$ cat src/design/ip_range_to_prefix_blocks_core_macros.svh
// Assertion macros shared by the range-to-prefix RTL.
// Each macro expects signals named clk and rst in the scope where it is used.
`ifndef IP_RANGE_TO_PREFIX_BLOCKS_CORE_MACROS_SVH
`define IP_RANGE_TO_PREFIX_BLOCKS_CORE_MACROS_SVH

// Same-cycle implication, checked outside reset.
`define IPR2P_ASSERT_IMP(lbl, ante, cons, msg) \
  lbl: assert property (@(posedge clk) disable iff (rst) (ante) |-> (cons)) \
    else $error(msg);

// Next-cycle implication, checked outside reset.
`define IPR2P_ASSERT_NXT(lbl, ante, cons, msg) \
  lbl: assert property (@(posedge clk) disable iff (rst) (ante) |=> (cons)) \
    else $error(msg);

`endif

$ cat src/design/ipr2p_pkg.sv
// Shared types and constants for the range-to-prefix block.
// No dependencies; the sequencer, output stage, top level and bench import this package.
package ipr2p_pkg;

  // Sequencer states.
  typedef enum logic [3:0] {
    ST_IDLE,
    ST_CALL,
    ST_SCAN,
    ST_ALIGN,
    ST_LEFT,
    ST_CONT,
    ST_STEP,
    ST_RET,
    ST_POP,
    ST_ERR,
    ST_FIN
  } seq_state_t;

  // Status codes carried by every result of one range.
  localparam logic [1:0] STATUS_OK     = 2'd0;
  localparam logic [1:0] STATUS_ORDER  = 2'd1;
  localparam logic [1:0] STATUS_SINGLE = 2'd2;

  // Results per range are capped; the last one kept is marked final.
  localparam int unsigned MAX_RESULTS = 62;

  // One result as produced by the sequencer, before the last mark is known.
  typedef struct packed {
    logic [31:0] base;
    logic [5:0]  plen;
    logic        valid;
    logic [1:0]  status;
  } blk_t;

  // Sequencer requests toward the output stage.
  typedef struct packed {
    logic emit;
    logic finish;
  } seq_ctl_t;

endpackage

$ cat src/design/ipr2p_ram.sv
// Generic single-write, single-read RAM with registered read data.
// No dependencies.
module ipr2p_ram #(
  parameter int unsigned WIDTH = 8,
  parameter int unsigned DEPTH = 16
) (
  input  logic                     clk,
  input  logic                     we,
  input  logic [$clog2(DEPTH)-1:0] waddr,
  input  logic [WIDTH-1:0]         wdata,
  input  logic [$clog2(DEPTH)-1:0] raddr,
  output logic [WIDTH-1:0]         rdata
);

  logic [WIDTH-1:0] mem [DEPTH];

  always_ff @(posedge clk) begin
    if (we) begin
      mem[waddr] <= wdata;
    end
    rdata <= mem[raddr];
  end

endmodule

$ cat src/design/ipr2p_outq.sv
// Output stage: one-result hold register plus the output register.
// Depends on ipr2p_pkg and the assertion macro header.
`include "ip_range_to_prefix_blocks_core_macros.svh"

module ipr2p_outq (
  input  logic                 clk,
  input  logic                 rst,
  input  ipr2p_pkg::blk_t      blk,
  input  ipr2p_pkg::seq_ctl_t  ctl,
  output logic                 ready,
  output logic                 block_valid,
  input  logic                 block_stall,
  output logic [31:0]          block_base,
  output logic [5:0]           prefix_length,
  output logic                 entry_valid,
  output logic [1:0]           status,
  output logic                 last_block
);
  import ipr2p_pkg::*;

  blk_t hold;
  logic hold_full;
  logic out_free;
  logic load_out;

  // A result waits in the hold register until the sequencer either produces
  // the next one or finishes, which tells whether it is the final item.
  assign out_free = !block_valid || !block_stall;
  assign ready    = !hold_full || out_free;
  assign load_out = (ctl.emit || ctl.finish) && ready && hold_full;

  always_ff @(posedge clk) begin
    if (rst) begin
      hold_full   <= 1'b0;
      block_valid <= 1'b0;
    end else begin
      if (ctl.emit && ready) begin
        hold_full <= 1'b1;
      end else if (ctl.finish && ready) begin
        hold_full <= 1'b0;
      end
      if (load_out) begin
        block_valid <= 1'b1;
      end else if (!block_stall) begin
        block_valid <= 1'b0;
      end
    end
  end

  always_ff @(posedge clk) begin
    if (ctl.emit && ready) begin
      hold <= blk;
    end
    if (load_out) begin
      block_base    <= hold.base;
      prefix_length <= hold.plen;
      entry_valid   <= hold.valid;
      status        <= hold.status;
      last_block    <= ctl.finish;
    end
  end

  `IPR2P_ASSERT_IMP(a_finish_has_item, ctl.finish && ready, hold_full,
    "finish with no result waiting in the hold register")
  `IPR2P_ASSERT_NXT(a_finish_drains, ctl.finish && ready, !hold_full,
    "hold register still full after the final item left")

endmodule

$ cat src/design/ipr2p_seq.sv
// Range decomposition sequencer: one shared adder, a bit-serial leading-one
// search and a return stack in RAM. Depends on ipr2p_pkg, ipr2p_ram and the
// assertion macro header.
`include "ip_range_to_prefix_blocks_core_macros.svh"

module ipr2p_seq #(
  parameter int unsigned ADDRESS_BITS = 32
) (
  input  logic                 clk,
  input  logic                 rst,
  input  logic                 range_valid,
  output logic                 range_stall,
  input  logic [31:0]          start_address,
  input  logic [31:0]          end_address,
  input  logic                 out_ready,
  output ipr2p_pkg::blk_t      blk,
  output ipr2p_pkg::seq_ctl_t  ctl
);
  import ipr2p_pkg::*;

  localparam int unsigned KW = $clog2(ADDRESS_BITS);
  localparam int unsigned EW = 2 * ADDRESS_BITS + KW;
  localparam logic [ADDRESS_BITS-1:0] ALL_ONES = '1;
  localparam logic [KW-1:0] K_TOP = KW'(ADDRESS_BITS - 1);
  localparam logic [KW-1:0] SP_TOP = KW'(ADDRESS_BITS - 1);
  localparam logic [5:0] PLEN_FULL = 6'(ADDRESS_BITS);
  localparam logic [5:0] CNT_LAST = 6'(MAX_RESULTS - 1);

  seq_state_t state, state_next;

  logic [ADDRESS_BITS-1:0] lo, hi, base, diff;
  logic [KW-1:0]           k, sp;
  logic [1:0]              status;
  logic [5:0]              count;

  logic [ADDRESS_BITS-1:0] s_in, e_in;
  logic [ADDRESS_BITS-1:0] lowm, end_blk, base_w;
  logic [KW-1:0]           k_dec, sp_dec;
  logic [ADDRESS_BITS-1:0] opa, opb;
  logic                    cin;
  logic [ADDRESS_BITS:0]   sum;
  logic [ADDRESS_BITS-1:0] sum_lo;
  logic                    sum_zero, carry;
  logic                    go, push;
  logic [EW-1:0]           stack_rd;

  function automatic blk_t single_blk(input logic [ADDRESS_BITS-1:0] a,
                                      input logic [1:0] st);
    blk_t r;
    r.base   = 32'(a);
    r.plen   = PLEN_FULL;
    r.valid  = (a != '0) && (a != ALL_ONES);
    r.status = st;
    return r;
  endfunction

  assign s_in    = start_address[ADDRESS_BITS-1:0];
  assign e_in    = end_address[ADDRESS_BITS-1:0];
  assign lowm    = ~(ALL_ONES << k);
  assign end_blk = base | lowm;
  assign k_dec   = (k == '0) ? '0 : k - KW'(1);
  assign sp_dec  = sp - KW'(1);

  // Shared adder. Subtractions use the inverted operand with carry in; the
  // carry out then means "a is not below b".
  always_comb begin
    opa = '0;
    opb = '0;
    cin = 1'b0;
    case (state)
      ST_IDLE: begin
        opa = e_in;
        opb = ~s_in;
        cin = 1'b1;
      end
      ST_CALL: begin
        opa = hi;
        opb = ~lo;
        cin = 1'b1;
      end
      ST_ALIGN: begin
        opa = lo;
        opb = lowm;
      end
      ST_LEFT: begin
        opa = base;
        opb = ALL_ONES;
      end
      ST_CONT: begin
        opa = hi;
        opb = ~end_blk;
        cin = 1'b1;
      end
      ST_STEP: begin
        opa = end_blk;
        cin = 1'b1;
      end
      default: ;
    endcase
  end

  assign sum      = {1'b0, opa} + {1'b0, opb} + (ADDRESS_BITS + 1)'(cin);
  assign sum_lo   = sum[ADDRESS_BITS-1:0];
  assign sum_zero = (sum_lo == '0);
  assign carry    = sum[ADDRESS_BITS];
  assign base_w   = sum_lo & ~lowm;

  // Outputs of the sequencer.
  always_comb begin
    ctl         = '0;
    blk         = '0;
    push        = 1'b0;
    range_stall = (state != ST_IDLE);
    unique case (state)
      ST_CALL: begin
        if (sum_zero) begin
          ctl.emit = 1'b1;
          blk      = single_blk(lo, status);
        end
      end
      ST_ALIGN: begin
        push = (base_w != lo);
      end
      ST_CONT: begin
        if (base == hi) begin
          ctl.emit = 1'b1;
          blk      = single_blk(base, status);
        end else if (carry) begin
          ctl.emit   = 1'b1;
          blk.base   = 32'(base);
          blk.plen   = PLEN_FULL - 6'(k);
          blk.valid  = !((base == ALL_ONES) && (k == '0));
          blk.status = status;
        end
      end
      ST_ERR: begin
        ctl.emit   = 1'b1;
        blk.status = status;
      end
      ST_FIN: begin
        ctl.finish = 1'b1;
      end
      default: ;
    endcase
  end

  assign go = out_ready || !(ctl.emit || ctl.finish);

  // Next state.
  always_comb begin
    state_next = state;
    unique case (state)
      ST_IDLE:  if (range_valid) state_next = carry ? ST_CALL : ST_ERR;
      ST_CALL:  state_next = sum_zero ? ST_RET : ST_SCAN;
      ST_SCAN:  if (diff[k]) state_next = ST_ALIGN;
      ST_ALIGN: state_next = (base_w != lo) ? ST_LEFT : ST_CONT;
      ST_LEFT:  state_next = ST_CALL;
      ST_CONT: begin
        if (base == hi) begin
          state_next = ST_RET;
        end else if (carry) begin
          // A block that ends exactly at hi closes this frame.
          state_next = sum_zero ? ST_RET : ST_STEP;
        end else begin
          state_next = ST_CALL;
        end
      end
      ST_STEP:  state_next = ST_CALL;
      ST_RET:   state_next = (sp == '0) ? ST_FIN : ST_POP;
      ST_POP:   state_next = ST_CONT;
      ST_ERR:   state_next = ST_FIN;
      ST_FIN:   state_next = ST_IDLE;
      default:  state_next = ST_IDLE;
    endcase
    if (ctl.emit && (count == CNT_LAST)) begin
      state_next = ST_FIN;
    end
    if (!go) begin
      state_next = state;
    end
  end

  always_ff @(posedge clk) begin
    if (rst) begin
      state <= ST_IDLE;
      sp    <= '0;
      count <= '0;
    end else begin
      state <= state_next;
      if (go) begin
        if (state == ST_IDLE && range_valid) begin
          sp    <= '0;
          count <= '0;
        end else if (ctl.emit) begin
          count <= count + 6'd1;
        end
        if (push) begin
          sp <= sp + KW'(1);
        end else if (state == ST_RET && sp != '0) begin
          sp <= sp_dec;
        end
      end
    end
  end

  always_ff @(posedge clk) begin
    if (go) begin
      unique case (state)
        ST_IDLE: begin
          if (range_valid) begin
            lo <= s_in;
            hi <= e_in;
            k  <= K_TOP;
            if (!carry) begin
              status <= STATUS_ORDER;
            end else if (sum_zero) begin
              status <= STATUS_SINGLE;
            end else begin
              status <= STATUS_OK;
            end
          end
        end
        ST_CALL:  diff <= sum_lo;
        ST_SCAN:  if (!diff[k]) k <= k - KW'(1);
        ST_ALIGN: base <= base_w;
        ST_LEFT: begin
          hi <= sum_lo;
          k  <= k_dec;
        end
        ST_CONT: begin
          if (base != hi && !carry) begin
            lo <= base;
            k  <= k_dec;
          end
        end
        ST_STEP: begin
          lo <= sum_lo;
          k  <= k_dec;
        end
        ST_POP: {base, hi, k} <= stack_rd;
        default: ;
      endcase
    end
  end

  // Pending frames waiting for their left part to finish.
  ipr2p_ram #(
    .WIDTH(EW),
    .DEPTH(ADDRESS_BITS)
  ) u_stack (
    .clk  (clk),
    .we   (push && go),
    .waddr(sp),
    .wdata({base_w, hi, k}),
    .raddr(sp_dec),
    .rdata(stack_rd)
  );

  `IPR2P_ASSERT_IMP(a_stack_bound, push, sp != SP_TOP,
    "return stack pushed past its last entry")
  `IPR2P_ASSERT_IMP(a_scan_hits, (state == ST_SCAN) && (k == '0), diff[0],
    "leading-one search ran past bit zero")
  `IPR2P_ASSERT_NXT(a_ret_pops, (state == ST_RET) && (sp != '0), state == ST_POP,
    "return with pending frames did not pop the stack")

endmodule

$ cat src/design/ip_range_to_prefix_blocks_core.sv
// Top level of the address range to prefix block decomposer.
// Depends on ipr2p_pkg, ipr2p_seq, ipr2p_outq and ipr2p_ram.

// One item is an inclusive address range; the block answers with the prefix
// blocks that cover it, in ascending order, one result each, and marks the
// final result with last_block. Only the low ADDRESS_BITS bits of each address
// are used. Start above end yields one result with status 1 and no entry;
// start equal to end yields one single-address result with status 2. A range
// is taken only while the sequencer is idle, but a finished result may still
// be waiting at the output then. The sequencer uses one adder and a
// one-bit-per-cycle leading-one search; the searches in one range walk at
// most ADDRESS_BITS bits down each call chain. At most 62 results are given
// per range.
module ip_range_to_prefix_blocks_core #(
  parameter int unsigned ADDRESS_BITS = 32
) (
  input  logic        clk,
  input  logic        rst,
  input  logic        range_valid,
  output logic        range_stall,
  input  logic [31:0] start_address,
  input  logic [31:0] end_address,
  output logic        block_valid,
  input  logic        block_stall,
  output logic [31:0] block_base,
  output logic [5:0]  prefix_length,
  output logic        entry_valid,
  output logic [1:0]  status,
  output logic        last_block
);
  import ipr2p_pkg::*;

  blk_t     blk;
  seq_ctl_t ctl;
  logic     out_ready;

  ipr2p_seq #(
    .ADDRESS_BITS(ADDRESS_BITS)
  ) u_seq (
    .clk          (clk),
    .rst          (rst),
    .range_valid  (range_valid),
    .range_stall  (range_stall),
    .start_address(start_address),
    .end_address  (end_address),
    .out_ready    (out_ready),
    .blk          (blk),
    .ctl          (ctl)
  );

  ipr2p_outq u_outq (
    .clk          (clk),
    .rst          (rst),
    .blk          (blk),
    .ctl          (ctl),
    .ready        (out_ready),
    .block_valid  (block_valid),
    .block_stall  (block_stall),
    .block_base   (block_base),
    .prefix_length(prefix_length),
    .entry_valid  (entry_valid),
    .status       (status),
    .last_block   (last_block)
  );

endmodule

$ cat config.mk
export PLATFORM = sky130hd
export DESIGN_NAME = ip_range_to_prefix_blocks_core
export DESIGN_NICKNAME = d
export VERILOG_FILES = /design/src/design/ipr2p_pkg.sv /design/src/design/ipr2p_ram.sv /design/src/design/ipr2p_outq.sv /design/src/design/ipr2p_seq.sv /design/src/design/ip_range_to_prefix_blocks_core.sv
export VERILOG_INCLUDE_DIRS = /design/src /design/src/design
export SDC_FILE = /design/constraint.sdc
export NUM_CORES = 2
export LEC_CHECK = 0
export CORE_UTILIZATION = 30
export CTS_BUF_LIST = sky130_fd_sc_hd__clkbuf_8
export CTS_CLUSTER_SIZE = 14
export DETAILED_ROUTE_END_ITERATION = 16
export DONT_BUFFER_PORTS = 1
export PLACE_DENSITY = 0.51
export SLEW_MARGIN = 20
export SYNTH_ARGS = -nofsm -noshare
export SYNTH_HDL_FRONTEND = slang
export SYNTH_HIERARCHICAL = 1
export SYNTH_SLANG_ARGS = --single-unit
$ cat constraint.sdc
create_clock -name clk -period 13 [get_ports clk]
set_input_delay 1.3 -clock clk [delete_from_list [all_inputs] [get_ports clk]]
set_output_delay 1.3 -clock clk [all_outputs]
set_load 0.01 [all_outputs]
==> impl_metrics.toml <==
[hold_path]
hold_class = "primary input to flop"

[die]
dieArea_um2 = 342000
fp.dieH_um = 585
core.rowCount = 213
die_x_um = 585
io_pins = 112
start_util_pct = 30.2
core_region_area_um2 = 337000

[clock_network]
clkTransAtPathRegs_ns = 0.07
cts_max_level = 5
post_cts_buffers = 0
cts_resized = 0
cts_root_buf = "clkbuf_8"
clock-sinks = 2512
clk_latency_ns = 1.06
clockBufferDepth = 4
cts_tree = "yes"
postCtsHoldBufs = 0
cts_buffers = 395

[timing]
clock.fmax_ghz = 0.102
min_period_ns = 9.85
finalMaxSlewViolations = 0
finClkSkew_ns = 0.115
min_period_over_period_pct = 75.8
slew_headroom_pct = 20.1
hold_viol_final = 0
tightest_slew_ns = 1.20
fin_tns_setup_ns = 0
rsz0062_at_grt = "false"
setup_viol = 0

[synthesis]
async_flop_share_pct = 0
synth_top_flop_cell = "edfxtp_1"
yosysTopAreaCellShare_pct = 71.5
syn_nets = 5228
synth.avg_cell_area_um2 = 19.9
yosys_warnings = 6
synth_area_leaders = "edfxtp_1 71%, mux4_2 15%, dfxtp_1 1.7%"
ys_ff_latch = 2512
ys_types = 110
synthCells = 5115
synth-edff-count = 2426
syn-cell-area_um2 = 102000
ys_seq_area_share_pct = 73.2
synth_top_area_cell = "edfxtp_1"

[power]
power_mw = 29.3
powerDensity_nw_per_um2 = 253
leakage_nw = 37.6
max-vdd-ir-drop_uv = 214

[drt]
drt_first_pass_iters = 14
vias = 55000
via_per_inst = 5.38
finalWirelength_um = 331000
drt_first_iter_violations = 6166
wl_per_cell_um = 32.3
drcViolationCount = 3
antenna_left = 0

[layout]
fin_cells = 10200
area_growth_pct = 13.6
drive_gt1_share_pct = 27.8
final_nets = 5483

[critical_path]
cp.required_ns = 13.60
worstReg2RegStart = "u_seq/k[1]"
critPathMaxFanout = 33
rrSetupSlack_ns = 3.15
start_kind = "flop"
worstPathArrival_ns = 10.45
cp-startpoint = "u_seq/k[1]"
end_kind = "flop"
ff2ff_path_depth = 19
timing.rr.end = "u_seq/u_stack/mem[24][47]"
crit_type = "flop to flop"
crit_path_end = "u_seq/u_stack/mem[24][47]"

[flow_run]
drv_cap = 0

[global_routing]
grt_pass1_wl_um = 456000
antenna_found_initial = 32
overflow = 0
grtUsageTotal_pct = 19.0
grt_max_degree = 110
grt_pass1_vias = 55600

[outcome]
outcome = "finished, violations left"
violations = "design-rule violations"

[placement]
dpl.cell_count = 9486
port_buffers = 0
hpwl_um = 195000
gp_congestion = 0.957
[layout make-up]
class | instances | area, um2
Clock buffer | 423 | 5820
Timing Repair Buffer | 182 | 1690
Fill cell | 31700 | 222000
Antenna cell | 21 | 52.6
Tap cell | 4515 | 5650
Inverter | 68 | 278
Multi-Input combinational cell | 2211 | 26100
Sequential cell | 2512 | 74600
Clock inverter | 299 | 1600
[Yosys cell counts, drive strengths merged (25+ instances only)]
| master | n |
|---|---|
| a222oi | 34 |
| a22o | 27 |
| ha | 43 |
| inv | 68 |
| o21ai | 163 |
| edfxtp | 2426 |
| nand3 | 32 |
| nor4 | 32 |
| nor2 | 127 |
| xnor2 | 49 |
| buf | 141 |
| and2 | 25 |
| nand4 | 49 |
| a22oi | 74 |
| dfxtp | 86 |
| nand2 | 165 |
| o22ai | 38 |
| nor3 | 57 |
| a211oi | 26 |
| a21oi | 94 |
| mux4 | 660 |
| mux2 | 94 |
| mux2i | 48 |
| nor2b | 33 |
| clkbuf | 183 |
[cell families after synthesis]
family                   after synthesis  synth area share, %
AO/OA/AOI/OAI                        674                 4.73
multiplexers                         802                 16.1
XOR/XNOR                              65                0.592
buffers and inverters                392                 1.67
adder cells (fa/ha/maj)               45                0.567
AND/OR/NAND/NOR                      625                 3.17
flip-flops                          2512                 73.2
[registers in the layout, summed over array words and instances, names as in the netlist, 2 cells and up]
| name | count |
|---|---|
| u_outq/prefix_length | 6 |
| u_seq/status | 2 |
| u_seq/state | 4 |
| u_seq/hi | 32 |
| u_seq/count | 6 |
| u_seq/u_stack/rdata | 69 |
| u_outq/hold | 41 |
| u_seq/u_stack/mem | 2208 |
| u_seq/k | 5 |
| u_outq/block_base | 32 |
| u_outq/status | 2 |
| u_seq/lo | 32 |
| u_seq/diff | 32 |
| u_seq/sp | 5 |
| u_seq/base | 32 |
[critical path: stages, from the launching register on]
cell and delay (ns):
edfxtp_1 0.79, buf_4 0.43, ha_1 0.26, nor4_2 0.72, o22ai_1 0.38, or3_1 0.43
ha_1 0.43, nand4_1 0.48, nand2_1 0.44, a211oi_2 0.20, a21oi_2 0.47, mux2i_1 0.84
xor2_1 0.21, and3_1 0.31, nand4_4 0.16, and2_4 0.19, or3b_2 0.67, nor2_4 0.52
buf_4 0.68, buf_4 0.53
[cell usage in the layout (no fill, tap or decap), types with 23 or more instances in the layout]
cell type / n
nor3_1: 50
o22ai_1: 38
nor4_1: 31
mux2_2: 94
clkbuf_8: 423
a21o_1: 23
xnor2_1: 47
edfxtp_1: 2426
nand4_1: 47
o21ai_0: 150
buf_4: 156
nand2_1: 164
nor2b_1: 32
a222oi_1: 34
a22oi_1: 74
nor2_4: 40
buf_12: 25
nor2_1: 75
ha_1: 43
clkinv_2: 52
a21oi_1: 86
a22o_1: 27
nand3_1: 31
clkinv_1: 66
mux4_2: 660
inv_1: 213
mux2i_1: 48
dfxtp_1: 84
[where the power goes]
group / internal, mW / switching [mW]
Combinational: 3.59 / 7.83
Clock: 3.24 / 3.12
Sequential: 10.9 / 0.579
[through the flow]
step	util, %	area [um2]	worst slack, ns	hold slack, ns
after detailed placement	32.1	108000	3.50	0.405
after global placement	32.1	108000	3.16	0.403
after CTS	34.3	116000	3.43	0.231
final	34.3	116000	3.15	0.338
after global routing	34.3	116000	2.84	0.291
after floorplan	-	102000	2.02	0.400
[worst min-delay path by stage]
stage,from,end,slack [ns],cells after the start
floorplan,u_outq/hold[9],u_outq/block_base[0],0.40,0
global placement,u_outq/hold[9],u_outq/block_base[0],0.40,0
detailed placement,u_outq/hold[40],u_outq/block_base[31],0.40,0
CTS,rst,u_outq/hold_full,0.23,1
global route,rst,u_outq/block_valid,0.29,1
finish,rst,u_outq/block_valid,0.34,1
[metal layers]
layer  share of wire [%]  up-vias  track usage (%)  routed length (um)
met3                 7.7      502             3.61               25600
met1                  43    30000             26.4              141000
li1                    -    22100                -                   -
met4                 3.1       10             6.11               10100
met2                  46     2445             30.1              154000
met5               0.021        -                0                  68
(Power assumes the default switching activity.)
